<file path="src/hw/rtl/srct_pkg.sv">
// Shared constants and types for the sector range containment table.
`timescale 1ns / 1ps

package srct_pkg;

  localparam int unsigned ENTRIES   = 64;
  localparam int unsigned IDX_W     = $clog2(ENTRIES);
  localparam int unsigned CNT_W     = $clog2(ENTRIES + 1);
  localparam int unsigned SECTOR_W  = 48;
  localparam int unsigned LEN_W     = 32;
  localparam int unsigned SHIFT_W   = 9;
  localparam int unsigned SECS_W    = LEN_W + 1 - SHIFT_W;
  localparam int unsigned ENTRY_W   = 2 * SECTOR_W;

  localparam logic [1:0] ACT_ADD   = 2'd0;
  localparam logic [1:0] ACT_QUERY = 2'd1;
  localparam logic [1:0] ACT_CLEAR = 2'd2;

  typedef logic [IDX_W-1:0]    idx_t;
  typedef logic [CNT_W-1:0]    cnt_t;
  typedef logic [SECTOR_W-1:0] lba_t;

  typedef struct packed {
    logic contained;
    logic added;
    logic table_full;
  } result_t;

  typedef struct packed {
    logic                 rd_en;
    idx_t                 rd_addr;
    logic                 wr_en;
    idx_t                 wr_addr;
    logic [ENTRY_W-1:0]   wr_data;
  } mem_req_t;

endpackage

</file>
<file path="src/hw/rtl/srct_engine.sv">
// Request sequencer: range end calculation, table scan, insert and clear.
`timescale 1ns / 1ps

module srct_engine (
  input  logic                                 clk,
  input  logic                                 rst,
  input  logic                                 req_valid,
  output logic                                 busy,
  input  logic [1:0]                           action,
  input  logic [srct_pkg::SECTOR_W-1:0]        start_sector,
  input  logic [srct_pkg::LEN_W-1:0]           length_bytes,
  output srct_pkg::mem_req_t                   mem_req,
  input  logic [srct_pkg::ENTRY_W-1:0]         mem_rd_data,
  output logic                                 res_valid,
  input  logic                                 res_ready,
  output srct_pkg::result_t                    res
);

  typedef enum logic [1:0] {
    ST_IDLE,
    ST_SCAN,
    ST_DONE
  } state_t;

  state_t              state;
  logic [1:0]          act;
  srct_pkg::lba_t      start_q;
  srct_pkg::lba_t      last_q;
  logic                len_zero;
  srct_pkg::cnt_t      count;
  srct_pkg::cnt_t      idx;
  logic                rd_pend;
  logic                hit;
  srct_pkg::result_t   res_q;
  srct_pkg::result_t   res_next;

  logic [srct_pkg::LEN_W:0]      len_round;
  logic [srct_pkg::SECS_W-1:0]   sectors;
  logic [srct_pkg::SECTOR_W:0]   last_sum;
  srct_pkg::lba_t                last_sat;
  srct_pkg::lba_t                ent_first;
  srct_pkg::lba_t                ent_last;
  logic                          issue;
  logic                          cmp_hit;
  logic                          scan_end;
  logic                          need_add;
  logic                          has_room;
  logic                          do_write;

  assign len_round = {1'b0, length_bytes} + (srct_pkg::LEN_W + 1)'(511);
  assign sectors   = len_round[srct_pkg::LEN_W:srct_pkg::SHIFT_W];
  assign last_sum  = {1'b0, start_sector}
                   + (srct_pkg::SECTOR_W + 1)'(sectors)
                   - (srct_pkg::SECTOR_W + 1)'(1);
  assign last_sat  = last_sum[srct_pkg::SECTOR_W] ? '1
                                                   : last_sum[srct_pkg::SECTOR_W-1:0];

  assign ent_first = mem_rd_data[srct_pkg::ENTRY_W-1:srct_pkg::SECTOR_W];
  assign ent_last  = mem_rd_data[srct_pkg::SECTOR_W-1:0];

  assign issue    = (state == ST_SCAN) && (idx < count);
  assign cmp_hit  = rd_pend && (start_q >= ent_first) && (last_q <= ent_last);
  assign scan_end = (state == ST_SCAN) && !issue && !rd_pend;
  assign has_room = count < srct_pkg::CNT_W'(srct_pkg::ENTRIES);
  assign need_add = (act == srct_pkg::ACT_ADD) && !len_zero && !hit;
  assign do_write = scan_end && need_add && has_room;

  always_comb begin
    mem_req.rd_en   = issue;
    mem_req.rd_addr = idx[srct_pkg::IDX_W-1:0];
    mem_req.wr_en   = do_write;
    mem_req.wr_addr = count[srct_pkg::IDX_W-1:0];
    mem_req.wr_data = {start_q, last_q};
  end

  always_comb begin
    res_next = '0;
    unique case (act)
      srct_pkg::ACT_ADD: begin
        res_next.contained  = len_zero || hit;
        res_next.added      = need_add && has_room;
        res_next.table_full = need_add && !has_room;
      end
      srct_pkg::ACT_QUERY: begin
        res_next.contained = len_zero || hit;
      end
      default: begin
      end
    endcase
  end

  assign busy      = (state != ST_IDLE);
  assign res_valid = (state == ST_DONE);
  assign res       = res_q;

  always_ff @(posedge clk) begin
    if (rst) begin
      state   <= ST_IDLE;
      count   <= '0;
      idx     <= '0;
      rd_pend <= 1'b0;
      hit     <= 1'b0;
    end else begin
      unique case (state)
        ST_IDLE: begin
          if (req_valid) begin
            act      <= action;
            start_q  <= start_sector;
            last_q   <= last_sat;
            len_zero <= (length_bytes == '0);
            idx      <= '0;
            rd_pend  <= 1'b0;
            hit      <= 1'b0;
            state    <= ST_SCAN;
          end
        end
        ST_SCAN: begin
          rd_pend <= issue;
          if (issue) begin
            idx <= idx + srct_pkg::CNT_W'(1);
          end
          if (cmp_hit) begin
            hit <= 1'b1;
          end
          if (scan_end) begin
            res_q <= res_next;
            if (do_write) begin
              count <= count + srct_pkg::CNT_W'(1);
            end else if (act == srct_pkg::ACT_CLEAR) begin
              count <= '0;
            end
            state <= ST_DONE;
          end
        end
        ST_DONE: begin
          if (res_ready) begin
            state <= ST_IDLE;
          end
        end
        default: begin
          state <= ST_IDLE;
        end
      endcase
    end
  end

  a_count_bound: assert property (@(posedge clk) disable iff (rst)
    count <= srct_pkg::CNT_W'(srct_pkg::ENTRIES))
    else $error("entry count above table size");

  a_write_grows: assert property (@(posedge clk) disable iff (rst)
    do_write |=> (count == $past(count) + srct_pkg::CNT_W'(1)))
    else $error("insert did not advance entry count");

  a_read_in_range: assert property (@(posedge clk) disable iff (rst)
    mem_req.rd_en |-> (state == ST_SCAN) && (idx < count))
    else $error("read past filled entries");

  a_result_one_hot: assert property (@(posedge clk) disable iff (rst)
    res_valid |-> $onehot0({res_q.contained, res_q.added, res_q.table_full}))
    else $error("conflicting result flags");

endmodule

</file>
<file path="config.mk">
export PLATFORM = sky130hd
export DESIGN_NAME = srct_engine
export DESIGN_NICKNAME = d
export VERILOG_FILES = /design/src/hw/rtl/srct_pkg.sv /design/src/hw/rtl/srct_engine.sv
export SDC_FILE = /design/constraint.sdc
export NUM_CORES = 1
export LEC_CHECK = 0
export ABC_AREA = 1
export CORE_ASPECT_RATIO = 2
export CORE_MARGIN = 3
export CORE_UTILIZATION = 59
export CTS_BUF_LIST = sky130_fd_sc_hd__clkbuf_4 sky130_fd_sc_hd__clkbuf_8
export DETAILED_ROUTE_END_ITERATION = 7
export DONT_BUFFER_PORTS = 1
export PLACE_DENSITY = 0.75
export SLEW_MARGIN = 25
export SYNTH_ARGS = -nofsm -noshare
export SYNTH_HDL_FRONTEND = slang
export SYNTH_SLANG_ARGS = --single-unit
</file>
<file path="constraint.sdc">
create_clock -name clk -period 10.3 [get_ports clk]
set_input_delay 0.515 -clock clk [delete_from_list [all_inputs] [get_ports clk]]
set_output_delay 0.515 -clock clk [all_outputs]
set_load 0.005 [all_outputs]
</file>
# Word level (Yosys, flattened, before mapping)
# Cells that the tools add are included.
# word_totals
latch_bits	0
mem_count	0
register_bits	120
ramBits	0
in_bits	182
rom_bits	0
# op_classes
div	0
n_reduce_logical	31
eq_ne	9
bitwise_logic	1
n_addsub	5
mux	13
shift	0
n_lt_le_gt_ge	4
mul	0
# op_table
op	count
adder 48 x 24 -> 49 bit	1
subtractor 49 x 1 -> 49 bit, second input constant	1
>= comparator 48 bit	1
less-or-equal comparator 48 bit	1
adder 32 x 9 -> 33 bit, second input constant	1
logical NOT 32 bit	1
2-to-1 mux 7 bit	4
AND reduction 3 bit	6
adder 7 x 1 -> 7 bit, second input constant	2
case mux 7 bit (2 select lines)	1
logical AND 1 bit	11
!= test 2 bit, second input constant	4
less-than comparator 7 bit	1
less-than comparator 7 bit, second input constant	1
2-to-1 mux 2 bit	3
case mux 2 bit (3 select lines)	1
nonzero test 2 bit	3
logical NOT 1 bit	5
equality test 2 x 1 -> 1 bit, second input constant	2
equality test 2 bit, second input constant	2
logical NOT 2 bit	2
case mux 1 bit (2 select lines)	2
2-to-1 mux 1 bit	2
!= test 2 x 1 -> 1 bit, second input constant	1
other kinds (4)	4

# Logic depth before layout (Yosys ltp)
# Gate-level depths: netlist (run 1).
# depth
word_depth	9
depth_mapped	29
ltp_nobuf	28

# Worst setup path after synthesis (run 1)
# OpenSTA, ideal clock, no wires.
# synth_path
path_type	input port to flip-flop
from	in rst
to	reg act[0] (enable)
arrival_ns	5.048
setup_slack_ns	4.695
path_stages	3
cell_sequence	clkbuf_1 clkbuf_1 nor2_1
# synth_via
elab_chain_len	2
# synth_rtl
element	line	source
from (decl)	srct_engine.sv:6	input logic rst,
NOT 1 bit (no line)	--	
AND reduction 3 bit (no line)	--	
to (signal assigned)	srct_engine.sv:107	act <= action;
to (decl)	srct_engine.sv:26	logic [1:0] act;
# No other way between the ends.
# A chain may end at the register's enable or synchronous reset.

# Final worst setup path (run 1)
# layout_path
from	in length_bytes[12] (netlist name)
to	reg last_q[19] (data pin)
# layout_via
elab_chain_len	3
# layout_rtl
element	line	source
from (decl)	srct_engine.sv:11	input logic [srct_pkg::LEN_W-1:0] length_bytes,
adder 32 x 9 -> 33 bit	srct_engine.sv:50	assign len_round = {1'b0, length_bytes} + (srct_pkg::LEN_W + 1)'(511);
adder 48 x 24 -> 49 bit	srct_engine.sv:53	+ (srct_pkg::SECTOR_W + 1)'(sectors)
subtractor 49 x 1 -> 49 bit	srct_engine.sv:54	- (srct_pkg::SECTOR_W + 1)'(1);
to (signal assigned)	srct_engine.sv:109	last_q <= last_sat;
to (decl)	srct_engine.sv:28	srct_pkg::lba_t last_q;
# No other way between the ends.

==> results of run 1 <==
[flip-flops by register name, indices dropped and copies added, names as in the netlist]
register	cells
act	2
count	7
hit	1
idx	7
last_q	48
len_zero	1
rd_pend	1
res	3
start_q	48
state	2
[path summary, 6_finish.rpt]
path	slack [ns]	endpoint	cells after the start
worst max register to register	8.16	hit$_SDFFE_PP0P_	11
worst min-delay path	0.09	count[2]$_SDFFE_PP0P_	1
worst min register to register	0.46	hit$_SDFFE_PP0P_	2
worst max-delay path	6.20	last_q[19]$_SDFFCE_PP1P_	20
[layer usage]
| metal | GRT usage [%] | part of all wire (%) | up-vias |
|---|---|---|---|
| li1 | - | - | 5750 |
| met1 | 28.9 | 30 | 5163 |
| met2 | 68.3 | 56 | 471 |
| met3 | 6.15 | 5.0 | 164 |
| met4 | 26.9 | 9.0 | 0 |
| met5 | 0 | 0 | - |
[cell families (layout without fill, tap and decap cells)]
family | after synthesis | count (layout) | synth area share, %
XOR/XNOR | 42 | 42 | 2.96
flip-flops | 120 | 120 | 27.5
adder cells (fa/ha/maj) | 176 | 176 | 17.8
AO/OA/AOI/OAI | 146 | 146 | 6.31
buffers and inverters | 487 | 500 | 15.5
AND/OR/NAND/NOR | 885 | 885 | 29.9
[per-stage QoR]
step	area [um2]	total power, uW	setup slack (ns)	cells
finish	13000	1610	6.20	2135
global placement	12600	1150	5.50	2103
global route	13000	1700	5.96	2135
floorplan	12400	999	4.69	1856
CTS	13000	1610	6.22	2135
detailed placement	12600	1160	5.73	2103
[cell usage after synthesis, types with 2 or more instances]
| cell type | n |
|---|---|
| o22ai_1 | 2 |
| buf_4 | 14 |
| o21ai_0 | 27 |
| xor2_1 | 14 |
| nand3_1 | 75 |
| a21oi_1 | 95 |
| buf_12 | 2 |
| nand3b_1 | 3 |
| clkbuf_1 | 2 |
| and2_1 | 3 |
| nor2_1 | 137 |
| nand3_2 | 2 |
| nand2_1 | 563 |
| dfxtp_1 | 18 |
| nor3_2 | 2 |
| edfxtp_1 | 102 |
| a21o_1 | 2 |
| nand4_1 | 28 |
| xnor2_1 | 28 |
| nor2_2 | 5 |
| o21a_1 | 6 |
| nor2_4 | 2 |
| o21ai_1 | 2 |
| buf_2 | 2 |
| nor3_1 | 22 |
| clkinv_1 | 2 |
| o21bai_1 | 9 |
| ha_1 | 175 |
| inv_2 | 10 |
| inv_1 | 454 |
| nor4_1 | 9 |
| nand2_2 | 28 |
[layout make-up]
cell class | count | area share, %
sequential | 120 | 26.3
clock buffer | 18 | 1.86
tap | 266 | 2.56
timing repair buffer | 2 | 0.115
inverter | 466 | 13.4
clock inverter | 14 | 1.22
multi-input combinational | 1249 | 54.5
[power breakdown]
group | total (uW) | leakage, uW | switching, uW | internal, uW
sequential | 601 | 0.00106 | 30.4 | 571
combinational | 557 | 0.00587 | 377 | 180
clock | 450 | 0.000211 | 226 | 224
total | 1610 | 0.00715 | 633 | 975
==> key figures, run 1 <==
Status
  • Outcome: complete, no violations

Worst setup path
  • CP max stage cell: nand2_4
  • Crit path max fanout: 48
  • Buf/Inv on CP: 3
  • Cell mode on critical path: nand2_1
  • WP data arrival: about 4.3 ns
  • CP Launch Point: length_bytes[12]
  • Setup crit end kind: flip-flop
  • Worst path max stage delay: 0.52 ns
  • FF-to-FF Start: last_q[47]$_SDFFCE_PP1P_
  • WS Path Type: input pin to flip-flop
  • Worst path cell trace: inv_1, nor3_2, nand2_1, nor3_4, nand4_4, nor2_2, nand4_1, ha_1, inv_1, ha_1, nand2_1, inv_1, nand2_1, nand2_1, a21oi_1, o21ai_1, nand2_1, nand4_1, nand2_4, nand2_1
  • Startpoint Class: input pin
  • CP required: 10.48 ns
  • Largest delay share family, worst path: simple AND/OR/NAND/NOR gates

Clock tree
  • Post-CTS setup buffers: 0
  • Clk sinks: between 100 and 150
  • H-tree depth: 4
  • CTS tree: done
  • CTS Buf Count: 17
  • Max clock buf depth: 2
  • Post-cts hold buffer count: 0
  • Clock slew at reported path FFs: 0.09 ns
  • Clk_lat worst skew: around 0.47 ns
  • CTS resizes: 0
  • Root Driver: clkbuf_8

Cells and area
  • Share of cells above drive strength 1: 4.71%
  • Commonest non-fill, non-tap cells in the layout: nand2_1, inv_1, ha_1
  • Layout area overhead: 4.72%
  • Area of the multi-input gates: 7090 um2
  • Ant. Diodes: 0
  • Fill cell count: 2016
  • Reg area: 3420 um2
  • Most common cell after layout, fill and taps aside: nand2_1
  • Finished Core Util: 63.3%
  • Nets: 2214

GRT
  • Gr ovfl total: 0
  • GRT Overall Usage: 34.8%
  • Pin count of the biggest net entering global routing: 56
  • Vias in the first global route: 11700
  • First-pass GRT wire length: 59400 um
  • Initial antenna violation count: 0

Synthesis
  • Post-synthesis average cell area: approximately 6.7 um2
  • Yosys warning count: 0
  • Yosys cell types: 43
  • Yosys top cell area share: 24.6%
  • Top FF cell, synth: edfxtp_1
  • Register area share after synthesis: 27.5%
  • FFs w/ async S/R, synth: 0%
  • Synth top area cells: edfxtp_1, ha_1, nand2_1, inv_1, nor2_1
  • EDFF count, synth: around 100
  • Cell taking the most area after synthesis: edfxtp_1
  • Syn_nets: 2214
  • Synthesized area: 12400 um2
  • Yosys reg bits: 120
  • Mapped Cells: ~1900

STA
  • Final setup TNS: 0 ns
  • Unrepaired setup endpoints after global routing: no
  • Hold Slack: 0.0949 ns
  • Endpoints failing hold: 0
  • Final setup fails: 0
  • Least-Margin Pin Slew: 0.746 ns
  • Final Cycle Share: 39.8%
  • Rel. slew slack: 50.3%
  • Final Slew Violations: 0
  • Minimum clock period: 4.10 ns
  • FMAX: ~240 MHz
  • Clock skew: 0.0179 ns

Min path
  • Hold Crit Class: input pin to flip-flop
  • Hold_sp: rst

Drt
  • 1st-iter DRT viols: 591
  • Drt wl/cell: ~19 um
  • Wirelength, routed: 39800 um
  • Post-route ant nets: 0
  • Via/cell ratio: 5.41
  • DR vias: 11500
  • DRC: 0
  • Drt pass-1 iters: 6

Pwr
  • Leak: roughly 0.007 uW
  • Maximum vdd drop: around 0.00010 V
  • PD cells: 124 nW/um2

Floorplanning
  • Initial Util: 60.5%
  • Core box area: about 21000 um2
  • Die span in y: 211 um
  • Die area: 22900 um2
  • Chip width: 109 um
  • # IOs: 297
  • Row cnt: 74

Placed design
  • PortBufs: 0
  • GPL Wtd Cong: 1.07
  • HPWL after DPL: ~35000 um

Run
  • Max cap viols: 0
(Power assumes the default switching activity.)
==> inputs of run 2 (changes only) <==
--- a/config.mk
+++ b/config.mk
@@ -12,7 +12,7 @@
 export CTS_BUF_LIST = sky130_fd_sc_hd__clkbuf_4 sky130_fd_sc_hd__clkbuf_8
 export DETAILED_ROUTE_END_ITERATION = 7
 export DONT_BUFFER_PORTS = 1
-export PLACE_DENSITY = 0.75
+export PLACE_DENSITY = 0.78
 export SLEW_MARGIN = 25
 export SYNTH_ARGS = -nofsm -noshare
 export SYNTH_HDL_FRONTEND = slang
==> constraint.sdc (replaced) <==
create_clock -name clk -period 3.5 [get_ports clk]
set_input_delay 0.175 -clock clk [delete_from_list [all_inputs] [get_ports clk]]
set_output_delay 0.175 -clock clk [all_outputs]
set_load 0.005 [all_outputs]
==> key figures, run 2 (synthesized netlist as in run 1, its figures left out) <==
Worst setup path
  • CP required: 3.71 ns (was 10.48 ns)
  • CP Launch Point: length_bytes[12] (unchanged)
  • Crit path max fanout: 4 (was 48)
  • WS Path Type: input pin to flip-flop (unchanged)
  • WP data arrival: 3.54 ns (was 4.28 ns)
  • FF-to-FF Start: count[2]$_SDFFE_PP0P_ (was last_q[47]$_SDFFCE_PP1P_)
  • Startpoint Class: input pin (unchanged)
  • Setup crit end kind: flip-flop (unchanged)

Clock tree
  • Max clock buf depth: 2 (unchanged)
  • Post-CTS setup buffers: 0 (unchanged)
  • Clk_lat worst skew: 0.47 ns (about the same)
  • Post-cts hold buffer count: 53 (was 0)
  • CTS resizes: 0 (unchanged)
  • Clock slew at reported path FFs: 0.09 ns (about the same)
  • Root Driver: clkbuf_8 (unchanged)
  • Clk sinks: 120 (unchanged)
  • H-tree depth: 4 (unchanged)
  • CTS tree: done (unchanged)
  • CTS Buf Count: 17 (unchanged)

STA
  • Final Slew Violations: 0 (unchanged)
  • Minimum clock period: 3.33 ns
  • Clock skew: 0.0150 ns (was 0.0179 ns)
  • Least-Margin Pin Slew: 0.826 ns (was 0.746 ns)
  • FMAX: 300 MHz
  • Endpoints failing hold: 0 (unchanged)
  • Final Cycle Share: between 90% and 100%
  • Final setup fails: 0 (unchanged)
  • Final worst slack: 0.171 ns (was 6.20 ns)
  • Rel. slew slack: 44.5% (was 50.3%)
  • Unrepaired setup endpoints after global routing: no (unchanged)

Drt
  • 1st-iter DRT viols: 619 (was 591)
  • Wirelength, routed: 42600 um (was 39800 um)
  • DRC: 0 (unchanged)
  • DR vias: 12300 (was 11500)
  • Via/cell ratio: 5.37 (was 5.41)
  • Drt pass-1 iters: 5 (was 6)
  • Post-route ant nets: 0 (unchanged)
  • Drt wl/cell: 18.6 um (about the same)

GRT
  • First-pass GRT wire length: 63100 um (was 59400 um)
  • Gr ovfl total: 0 (unchanged)
  • Pin count of the biggest net entering global routing: 57 (was 56)
  • Vias in the first global route: 12600 (was 11700)
  • GRT Overall Usage: 37.0% (was 34.8%)
  • Initial antenna violation count: 1 (was 0)

Cells and area
  • Finished Core Util: 69.2% (was 63.3%)
  • Commonest non-fill, non-tap cells in the layout: nand2_1, inv_1, ha_1 (unchanged)
  • Nets: 2362 (was 2214)
  • Ant. Diodes: 0 (unchanged)
  • Share of cells above drive strength 1: 9.07% (was 4.71%)
  • Non-Filler Instances: 2283 (was 2135)
  • Layout area overhead: 14.5% (was 4.72%)
  • Biggest regs: last_q: 48 flops, start_q: 48 flops (unchanged)
  • Most common cell after layout, fill and taps aside: nand2_1 (unchanged)

Status
  • Outcome: complete, no violations (unchanged)

Pwr
  • Clock network fraction of total power: 24.7% (was 28.0%)
  • Switching share of power: 40.1% (was 39.4%)
  • PD cells: 347 nW/um2 (was 124 nW/um2)
  • Combinational share of power: 39.6% (was 34.6%)
  • Sw Pwr: 1980 uW (was 633 uW)
  • Sequential power share: 35.7% (was 37.4%)
  • Leak: 0.00781 uW (was 0.00715 uW)
  • Maximum vdd drop: 0.000268 V (was 0.000104 V)
  • Int Power: 2960 uW (was 975 uW)

Floorplanning
  • Chip width: 109 um (unchanged)
  • # IOs: 297 (unchanged)
  • Core box area: 20600 um2 (unchanged)
  • Row cnt: 74 (unchanged)
  • Initial Util: 60.5% (unchanged)
  • Die span in y: 211 um (unchanged)
  • Die area: 22900 um2 (unchanged)

Min path
  • Hold Crit Class: input pin to flip-flop (unchanged)
  • Hold_sp: start_sector[0] (was rst)

Placed design
  • HPWL after DPL: 36000 um (was 34600 um)
  • Dpl cells: 2198 (was 2103)
  • PortBufs: 0 (unchanged)
  • Pre-CTS setup slack: -0.267 ns (was 5.73 ns)
  • GPL Wtd Cong: 0.987 (was 1.07)

Run
  • Max cap viols: 0 (unchanged)
==> run 2: cell types whose count changed in the layout (fill, tap and decap cells not counted) <==
| cell | change |
|---|---|
| bufinv_16 | -2 |
| clkinvlp_4 | +2 |
| inv_4 | -3 |
| inv_6 | +1 |
| nand2_4 | -1 |
| buf_12 | +1 |
| buf_4 | +94 |
| dlygate4sd3_1 | +53 |
| inv_8 | +2 |
| nand2_2 | +1 |
==> run 2: layer usage <==
layer / global-route usage, % / vias to the layer above / routed length (um) / part of all wire (%)
li1: - / 6045 / - / -
met1: 30.3 / 5501 / 12800 / 30
met2: 72.0 / 523 / 23500 / 55
met3: 5.57 / 192 / 1830 / 4.3
met4: 32.4 / 2 / 4440 / 10
met5: 0 / - / 13 / 0.031
==> run 2: power by group through the flow <==
stage / clock network (uW) / logic (uW) / registers (uW)
2_1_floorplan: 0 / 1170 / 1760
3_3_place_gp: 0 / 1840 / 1800
3_5_place_dp: 0 / 1870 / 1800
4_1_cts: 1230 / 1930 / 1760
5_1_grt: 1300 / 2150 / 1770
6_report: 1220 / 1950 / 1760
==> run 2: final timing paths <==
check	to	slack, ns	cells past startpoint
setup / recovery	last_q[40]$_SDFFCE_PP1P_	0.17	21
hold / removal	last_q[0]$_SDFFCE_PP1P_	0.07	3
setup reg to reg	idx[1]$_SDFFE_PP0P_	1.33	10
hold reg to reg	hit$_SDFFE_PP0P_	0.46	2
==> run 2: final cells by class <==
cell class | count | area (um2)
Multi-Input combinational cell | 1249 | 7090
Fill cell | 1849 | 6320
Sequential cell | 120 | 3420
Inverter | 466 | 1750
Timing Repair Buffer | 150 | 1270
Tap cell | 266 | 333
Clock buffer | 18 | 241
Clock inverter | 14 | 126
==> run 2: metrics by stage <==
stage               hold slack (ns)  TNS, ns  total power, uW  cell area [um2]
global route                 0.0742        0             5220            14200
floorplan                     0.274        0             2930            12400
detailed placement            0.250    -9.06             3670            13300
finish                       0.0721        0             4940            14200
global placement              0.246    -8.63             3640            13300
CTS                          0.0491        0             4930            14200
==> run 2: critical path: stages <==
cell     delay (ns)
inv_1          0.03
nor3_2         0.20
nand2_1        0.14
nor3_4         0.31
nand4_4        0.13
nor2_2         0.20
nand4_1        0.22
ha_1           0.34
inv_1          0.04
ha_1           0.31
nand2_1        0.13
nor2_1         0.27
nand2_1        0.15
inv_1          0.10
nand3_1        0.12
nand3_1        0.22
nand2_1        0.17
nand3_1        0.12
nand2_1        0.05
inv_1          0.06
nand2_2        0.05
==> inputs of run 3 (changes only) <==
--- a/config.mk
+++ b/config.mk
@@ -9,10 +9,10 @@
 export CORE_ASPECT_RATIO = 2
 export CORE_MARGIN = 3
 export CORE_UTILIZATION = 59
-export CTS_BUF_LIST = sky130_fd_sc_hd__clkbuf_4 sky130_fd_sc_hd__clkbuf_8
 export DETAILED_ROUTE_END_ITERATION = 7
 export DONT_BUFFER_PORTS = 1
 export PLACE_DENSITY = 0.78
+export SKIP_CTS_REPAIR_TIMING = 1
 export SLEW_MARGIN = 25
 export SYNTH_ARGS = -nofsm -noshare
 export SYNTH_HDL_FRONTEND = slang
==> key figures, run 3 (synthesized netlist as in run 1, its figures left out) <==
Drt
  • Drt wl/cell: 18.6 um (about the same)
  • DRC: 0 (unchanged)
  • Post-route ant nets: 0 (unchanged)
  • DR vias: 12300 (about the same)
  • Via/cell ratio: 5.40 (was 5.37)
  • 1st-iter DRT viols: 760 (was 619)
  • Drt pass-1 iters: 6 (was 5)
  • Wirelength, routed: 42500 um (was 42600 um)

Placed design
  • HPWL after DPL: 36000 um (unchanged)
  • GPL Wtd Cong: 0.987 (unchanged)
  • Placed Area: 13300 um2 (unchanged)
  • PortBufs: 0 (unchanged)

Min path
  • Hold_sp: req_valid (was start_sector[0])
  • Hold depth: 3 (unchanged)
  • Hold Crit Class: input pin to flip-flop (unchanged)
  • WHS Endpoint: idx[3]$_SDFFE_PP0P_ (was last_q[0]$_SDFFCE_PP1P_)

GRT
  • Gr ovfl total: 0 (unchanged)
  • Vias in the first global route: 12200 (was 12600)
  • GRT Overall Usage: 35.8% (was 37.0%)
  • Pin count of the biggest net entering global routing: 57 (unchanged)
  • Initial antenna violation count: 1 (unchanged)
  • First-pass GRT wire length: 61100 um (was 63100 um)

Clock tree
  • Clk_lat worst skew: 0.44 ns (was 0.47 ns)
  • Clock slew at reported path FFs: 0.06 ns (was 0.09 ns)
  • Max clock buf depth: 2 (unchanged)
  • Clk sinks: 120 (unchanged)
  • CTS tree: done (unchanged)
  • H-tree depth: 4 (unchanged)
  • Root Driver: clkbuf_16 (was clkbuf_8)
  • CTS Buf Count: 17 (unchanged)

Pwr
  • PnR Total Power: 5410 uW (was 4940 uW)
  • PD cells: 375 nW/um2 (was 347 nW/um2)
  • Leak: 0.00789 uW (was 0.00781 uW)
  • Maximum vdd drop: 0.000348 V (was 0.000268 V)

Worst setup path
  • WS Path Type: input pin to flip-flop (unchanged)
  • Startpoint Class: input pin (unchanged)
  • R2R depth: 10 (unchanged)
  • R2r setup slk: 1.28 ns (was 1.33 ns)
  • WP data arrival: 3.50 ns (was 3.54 ns)
  • FF-to-FF Start: count[2]$_SDFFE_PP0P_ (unchanged)
  • Crit path max fanout: 4 (unchanged)
  • CP Launch Point: length_bytes[12] (unchanged)
  • Reg-to-Reg End: idx[1]$_SDFFE_PP0P_ (unchanged)
  • CP required: 3.68 ns (was 3.71 ns)
  • Setup crit end kind: flip-flop (unchanged)

Cells and area
  • Nets: 2361 (was 2362)
  • Share of cells above drive strength 1: 9.13% (was 9.07%)
  • Most common cell after layout, fill and taps aside: nand2_1 (unchanged)
  • Layout area overhead: 16.1% (was 14.5%)
  • Ant. Diodes: 0 (unchanged)
  • Commonest non-fill, non-tap cells in the layout: nand2_1, inv_1, ha_1 (unchanged)
  • Final instance area: 14400 um2 (was 14200 um2)
  • Biggest regs: last_q: 48 flops, start_q: 48 flops (unchanged)

Floorplanning
  • Chip width: 109 um (unchanged)
  • Die span in y: 211 um (unchanged)
  • Die area: 22900 um2 (unchanged)
  • # IOs: 297 (unchanged)
  • Core box area: 20600 um2 (unchanged)
  • Initial Util: 60.5% (unchanged)
  • Row cnt: 74 (unchanged)

STA
  • Endpoints failing hold: 0 (unchanged)
  • Final Cycle Share: 94.9% (was 95.1%)
  • Least-Margin Pin Slew: 0.802 ns (was 0.826 ns)
  • Final setup fails: 0 (unchanged)
  • Rel. slew slack: 46.2% (was 44.5%)
  • Unrepaired setup endpoints after global routing: no (unchanged)
  • Hold Slack: 0.0315 ns (was 0.0721 ns)
  • Minimum clock period: 3.32 ns (was 3.33 ns)
  • FMAX: 301 MHz (was 300 MHz)
  • Final Slew Violations: 0 (unchanged)
  • Clock skew: 0.0102 ns (was 0.0150 ns)

Status
  • Outcome: complete, no violations (unchanged)

Run
  • Max cap viols: 0 (unchanged)
[run 3: changes by cell type in the layout (fill, tap and decap cells not counted)]
cell,before,now
buf_4,96,95
buf_6,0,1
clkbuf_1,0,1
clkbuf_16,0,17
clkbuf_4,1,0
clkbuf_8,17,0
dlygate4sd3_1,53,52
nor2_1,136,135
nor2_2,5,6
xor2_1,14,13
xor2_2,0,1
[run 3: layout make-up]
type / count / area, um2
Timing Repair Buffer: 149 / 1260
Clock inverter: 14 / 126
Sequential cell: 120 / 3420
Multi-Input combinational cell: 1249 / 7100
Inverter: 466 / 1750
Fill cell: 1810 / 6130
Tap cell: 266 / 333
Clock buffer: 18 / 429
[run 3: worst max-delay path by stage]
stage	slack, ns	end	cells after the start
final	0.18	last_q[40]$_SDFFCE_PP1P_	23
after global routing	0.005	last_q[40]$_SDFFCE_PP1P_	26
after CTS	0.16	last_q[40]$_SDFFCE_PP1P_	21
after detailed placement	-0.27	last_q[40]$_SDFFCE_PP1P_	21
after global placement	-0.25	last_q[40]$_SDFFCE_PP1P_	21
after floorplan	0.37	last_q[26]$_SDFFCE_PP1P_	22
[run 3: where the power goes]
part,internal [uW],switching [uW],total (uW),leakage (uW)
clock network,934,757,1690,0.000270
registers,1680,84.8,1770,0.00106
logic,756,1200,1960,0.00656
total,3370,2040,5410,0.00789
[run 3: worst max-delay path, cell delays in order]
cell     delay [ns]
inv_1          0.03
nor3_2         0.20
nand2_1        0.14
nor3_4         0.31
nand4_4        0.13
nor2_2         0.20
nand4_1        0.21
ha_1           0.34
inv_1          0.04
ha_1           0.32
nand2_1        0.08
nand2_1        0.07
buf_4          0.13
inv_1          0.04
nand2_1        0.09
a21oi_1        0.23
nand3_1        0.25
nand2_1        0.21
nand2_1        0.07
nand2_1        0.06
nand2_1        0.05
inv_1          0.06
nand2_2        0.05
[run 3: routing by layer]
metal  global-route usage, %  vias to the layer above  share of wire [%]
met5                       0                        -              0.047
met4                    30.9                        2                 10
met3                    5.81                      204                4.8
met2                    70.1                      569                 55
met1                    28.9                     5505                 30
li1                        -                     6042                  -
[run 3: metrics by stage]
stage                     utilization (%)  instances  TNS [ns]  setup WS [ns]
after floorplan                         -       1856         0          0.372
after global placement               64.9       2198     -8.63         -0.247
after detailed placement             64.9       2198     -9.06         -0.267
after CTS                            67.6       2230         0          0.161
after global routing                 70.2       2282         0        0.00501
final                                70.2       2282         0          0.179
